File: src/hw/rtl/tle_pkg.sv
// tle_pkg: shared types and fixed field widths for the tour length evaluator.
// Used by tle_sum_stage and tour_length_evaluator_core.
`timescale 1ns / 1ps

package tle_pkg;

    localparam int CITY_FIELD_W = 6;
    localparam int CITY_FIELD_VALUES = 64;
    localparam int DIST_FIELD_W = 32;
    localparam int SUM_BITS = 38;

    typedef enum logic {
        KIND_LOAD  = 1'b0,
        KIND_VISIT = 1'b1
    } t_kind;

    typedef struct packed {
        logic start;
        logic last;
    } t_s1_ctl;

endpackage

File: src/hw/rtl/tle_sum_stage.sv
// tle_sum_stage: pairs the step and closing distances, accumulates the tour
// sum with saturation and holds the result register. Uses tle_pkg.
`timescale 1ns / 1ps

module tle_sum_stage #(
    parameter int DIST_BITS = 32
) (
    input  logic                              i_clk,
    input  logic                              i_rst_n,
    input  logic                              i_s1_valid,
    input  tle_pkg::t_s1_ctl                  i_s1_ctl,
    input  logic [DIST_BITS-1:0]              i_rd_step,
    input  logic [DIST_BITS-1:0]              i_rd_close,
    output logic                              o_s1_take,
    output logic                              o_valid,
    input  logic                              i_stall,
    output logic [tle_pkg::SUM_BITS-1:0]      o_tour_length
);

    localparam int PAIR_W = DIST_BITS + 1;
    localparam int ACC_W  = ((tle_pkg::SUM_BITS > PAIR_W) ? tle_pkg::SUM_BITS : PAIR_W) + 1;

    logic                          r_s2_valid;
    logic                          r_s2_start;
    logic                          r_s2_last;
    logic [PAIR_W-1:0]             r_s2_pair;
    logic [tle_pkg::SUM_BITS-1:0]  r_sum;
    logic [tle_pkg::SUM_BITS-1:0]  n_sum;
    logic                          r_out_valid;
    logic [tle_pkg::SUM_BITS-1:0]  r_tour_length;

    logic                          out_free;
    logic                          s2_go;
    logic                          s2_free;
    logic [DIST_BITS-1:0]          step_term;
    logic [DIST_BITS-1:0]          close_term;
    logic [ACC_W-1:0]              acc_base;
    logic [ACC_W-1:0]              acc_total;

    assign out_free  = !r_out_valid || !i_stall;
    assign s2_go     = r_s2_valid && (!r_s2_last || out_free);
    assign s2_free   = !r_s2_valid || s2_go;
    assign o_s1_take = s2_free;

    assign step_term  = i_s1_ctl.start ? '0 : i_rd_step;
    assign close_term = i_s1_ctl.last ? i_rd_close : '0;

    // saturate once on the combined step: both terms are non-negative
    always_comb begin
        acc_base  = r_s2_start ? '0 : ACC_W'(r_sum);
        acc_total = acc_base + ACC_W'(r_s2_pair);
        if (acc_total[ACC_W-1:tle_pkg::SUM_BITS] != '0) begin
            n_sum = {tle_pkg::SUM_BITS{1'b1}};
        end else begin
            n_sum = acc_total[tle_pkg::SUM_BITS-1:0];
        end
    end

    always_ff @(posedge i_clk) begin
        if (!i_rst_n) begin
            r_s2_valid  <= 1'b0;
            r_sum       <= '0;
            r_out_valid <= 1'b0;
        end else begin
            if (s2_free) begin
                r_s2_valid <= i_s1_valid;
            end
            if (s2_go) begin
                r_sum <= n_sum;
            end
            if (s2_go && r_s2_last) begin
                r_out_valid <= 1'b1;
            end else if (!i_stall) begin
                r_out_valid <= 1'b0;
            end
        end
    end

    always_ff @(posedge i_clk) begin
        if (s2_free && i_s1_valid) begin
            r_s2_start <= i_s1_ctl.start;
            r_s2_last  <= i_s1_ctl.last;
            r_s2_pair  <= PAIR_W'(step_term) + PAIR_W'(close_term);
        end
        if (s2_go && r_s2_last) begin
            r_tour_length <= n_sum;
        end
    end

    assign o_valid       = r_out_valid;
    assign o_tour_length = r_tour_length;

endmodule

File: config.mk
export PLATFORM = sky130hd
export DESIGN_NAME = tle_sum_stage
export DESIGN_NICKNAME = d
export VERILOG_FILES = /design/src/hw/rtl/tle_pkg.sv /design/src/hw/rtl/tle_sum_stage.sv
export SDC_FILE = /design/constraint.sdc
export NUM_CORES = 1
export LEC_CHECK = 0
export CAP_MARGIN = 30
export CORE_ASPECT_RATIO = 0.75
export CORE_MARGIN = 2
export CORE_UTILIZATION = 60
export CTS_CLUSTER_DIAMETER = 40
export DETAILED_ROUTE_END_ITERATION = 7
export DONT_BUFFER_PORTS = 1
export PLACE_DENSITY_LB_ADDON = 0.05
export SETUP_SLACK_MARGIN = 0.4
export SYNTH_ARGS = -nofsm -noshare
export SYNTH_HDL_FRONTEND = slang
export SYNTH_SLANG_ARGS = --single-unit
File: constraint.sdc
create_clock -name i_clk -period 12.1 [get_ports i_clk]
set_input_delay 3.63 -clock i_clk [delete_from_list [all_inputs] [get_ports i_clk]]
set_output_delay 3.63 -clock i_clk [all_outputs]
set_load 0.005 [all_outputs]
==> impl_metrics.yaml <==
global_routing:
  grtUsageTotal_pct: 28.50
  grt_pass1_vias: 6430
  gr-total-overflow: 0
  grt_max_degree: 56
  grt_antenna_before_repair: 0
  grt_pass1_wl_um: 33230
cts:
  h-tree-depth: 4
  cts_buffers: 17
  cts_resized: 0
  clockBufferDepth: 2
  holdBufCountCts: 0
  clock_latency_ps: 420
  path_clk_slew_ps: 50
  post_cts_buffers: 0
  cts_tree: "yes"
  cts_sinks: 113
  root_buffer: "clkbuf_16"
floorplan:
  start_util_pct: 61.12
  rows: 37
  die-area_sq_um: 14880
  ios: 110
  design.core.area_sq_um: 13660
  die_x_um: 140.2
  die_y_um: 106.1
power_and_ir_drop:
  powerDensity_nw_per_um2: 135.2
  power_switching_share_pct: 26.43
  p_clk_share_pct: 43.6
  combPwrFrac_pct: 18.6
  p_int_uw: 899.0
  power_leakage_uw: 0.003717
  power_frac_seq_pct: 37.8
  vdd_drop_max_mv: 0.08270
  p_switching_uw: 322.9
synth:
  yosysSeqAreaShare_pct: 35.86
  yosys-top-cells-area: "edfxtp_1 (26%), ha_1 (9.7%), dfxtp_1 (9.6%)"
  async_flop_share_pct: 0
  synth_cell_types: 69
  synth_fp_nets: 1067
  synth_area_per_cell_sq_um: 8.975
  yosysTopAreaCell: "edfxtp_1"
  yosys_most_used_dff: "edfxtp_1"
  synth_edf_count: 73
  synth-seq-cells: 113
  ys_warn_count: 0
  synth_area_sq_um: 8347
  yosys.area.top_type_share_pct: 26.26
  synthCells: 930
detailed_routing:
  num_vias: 6981
  vias_per_cell: 6.387
  drt_first_pass_iters: 5
  drtIter0Drc: 793
  drc: 0
  wire_per_inst_um: 19.10
  ant_nets: 0
  routed_wl_um: 20880
cells_and_area:
  design.final.nets: 1042
  layout-area-overhead-vs-synth_pct: 8.260
  drive_gt1_share_pct: 5.664
  post-route-cell-area_sq_um: 9036
  final_cell_mix: "nor2b_1 (73), edfxtp_1 (73), a21oi_1 (66)"
  antenna_cells: 0
sta:
  fin_skew_ps: 11.75
  worst_pin_slew_ps: 976.9
  setup_violations: 0
  hold_viol: 0
  fmax_mhz: 134.8
  slew_violations: 0
  period_share_pct: 61.29
  slew_headroom_pct: 34.80
  finalCriticalPeriod_ps: 7417
  rsz0062_at_grt: "false"
  final.setup.tns_ps: 0
  fin_ws_ps: 4683
worst_setup_path:
  crit_path_max_fanout: 3
  arrival_ps: 3790
  cp-end-kind: "primary output"
  critical_path_buf_inv_count: 0
  cp_slowest_cell: "nand4_1"
  cp_data_required_time_ps: 8470
  crit_chain: "nand4_1"
  critPathTopFamily: "simple AND/OR/NAND/NOR gates"
  crit_type: "in2out"
  slowest_delay_ps: 160
  cp-start-kind: "input pin"
placement:
  io_buffer_count: 0
  dpl.hpwl_um: 15070
  pre_cts_ws_ps: 4681
  gp_congestion: 0.9413
  placed_cell_area_sq_um: 8412
hold_path:
  hold_path_class: "reg2reg"
run_status:
  status: "finished, final reports clean"
job:
  max_cap_violations: 0
==> flip-flops by register name (all words and copies together) (netlist names) <==
name / count
r_s2_pair: 33
r_s2_start: 1
r_s2_valid: 1
o_tour_length: 38
o_valid: 1
r_sum: 38
r_s2_last: 1
==> path summary, 6_finish.rpt <==
check | slack, ps | to | start | cells past startpoint
worst max register to register | 7510 | r_sum[37] | r_s2_start | 11
worst min register to register | 500 | r_sum[12] | r_sum[12] | 2
worst max-delay path | 4680 | o_s1_take | i_stall | 1
worst min-delay path | 500 | r_sum[12] | r_sum[12] | 2
==> power groups by stage <==
stage	Clock, uW	Combinational [uW]	Sequential [uW]
global placement	0	217	468
global route	553	253	464
finish	532	228	462
detailed placement	0	222	469
CTS	537	224	461
floorplan	0	181	462
==> through the flow <==
step	util, %	std cells	total power [uW]	hold WS, ps
floorplan	-	930	642.8	466.3
global placement	61.59	1061	684.6	479.5
detailed placement	61.59	1061	690.7	487.9
CTS	66.17	1093	1222	494.7
global route	66.17	1093	1270	502.3
finish	66.17	1093	1222	495.0
==> synthesized netlist by cell type, drive strengths merged, types with 4 or more instances <==
library cell  number
a31oi             13
a211oi            13
a211o              8
and4               4
inv               22
xnor2             33
xor2              21
edfxtp            73
nand4             12
o31a               4
o21a              11
nor2b             73
o211ai            12
nand3             15
a21o              32
dfxtp             40
nand2             61
a311oi            19
a221oi             4
and3               7
or2               12
clkbuf            38
nor3              36
ha                65
o2111ai            4
o21bai             6
o21ai             48
a21oi             66
nand2b            12
and2              40
buf               10
nor2              62
nor4               4
==> cell type report <==
| cell class | count | area (sq um) |
|---|---|---|
| fillers | 1063 | 4621 |
| inverters | 22 | 82.58 |
| multi-input cells | 747 | 5087 |
| clock buffers | 19 | 432.9 |
| repair buffers | 4 | 30.03 |
| well taps | 175 | 219.0 |
| clock inverters | 13 | 191.4 |
| flip-flops and latches | 113 | 2993 |
==> metal layers <==
| layer | part of all wire (%) | vias up | wire length, um | track usage (%) |
|---|---|---|---|---|
| li1 | - | 3391 | - | - |
| met1 | 49 | 3264 | 10300 | 42.38 |
| met2 | 43 | 301 | 8984 | 41.98 |
| met3 | 6.2 | 25 | 1291 | 5.270 |
| met4 | 1.4 | 0 | 299 | 9.163 |
| met5 | 0 | - | 0 | 0 |
==> logic make-up (layout without fill, tap and decap cells) <==
| family | count (synthesis) | after routing | synth area share, % |
|---|---|---|---|
| compound gates | 277 | 277 | 22.52 |
| mux | 2 | 2 | 0.2399 |
| flops | 113 | 113 | 35.86 |
| buf+inv | 70 | 58 | 3.373 |
| xor+xnor | 54 | 54 | 5.666 |
| fa+ha+maj | 67 | 67 | 10.22 |
| simple gates | 347 | 347 | 22.13 |
Note: power is estimated with default switching activity, not from simulation.
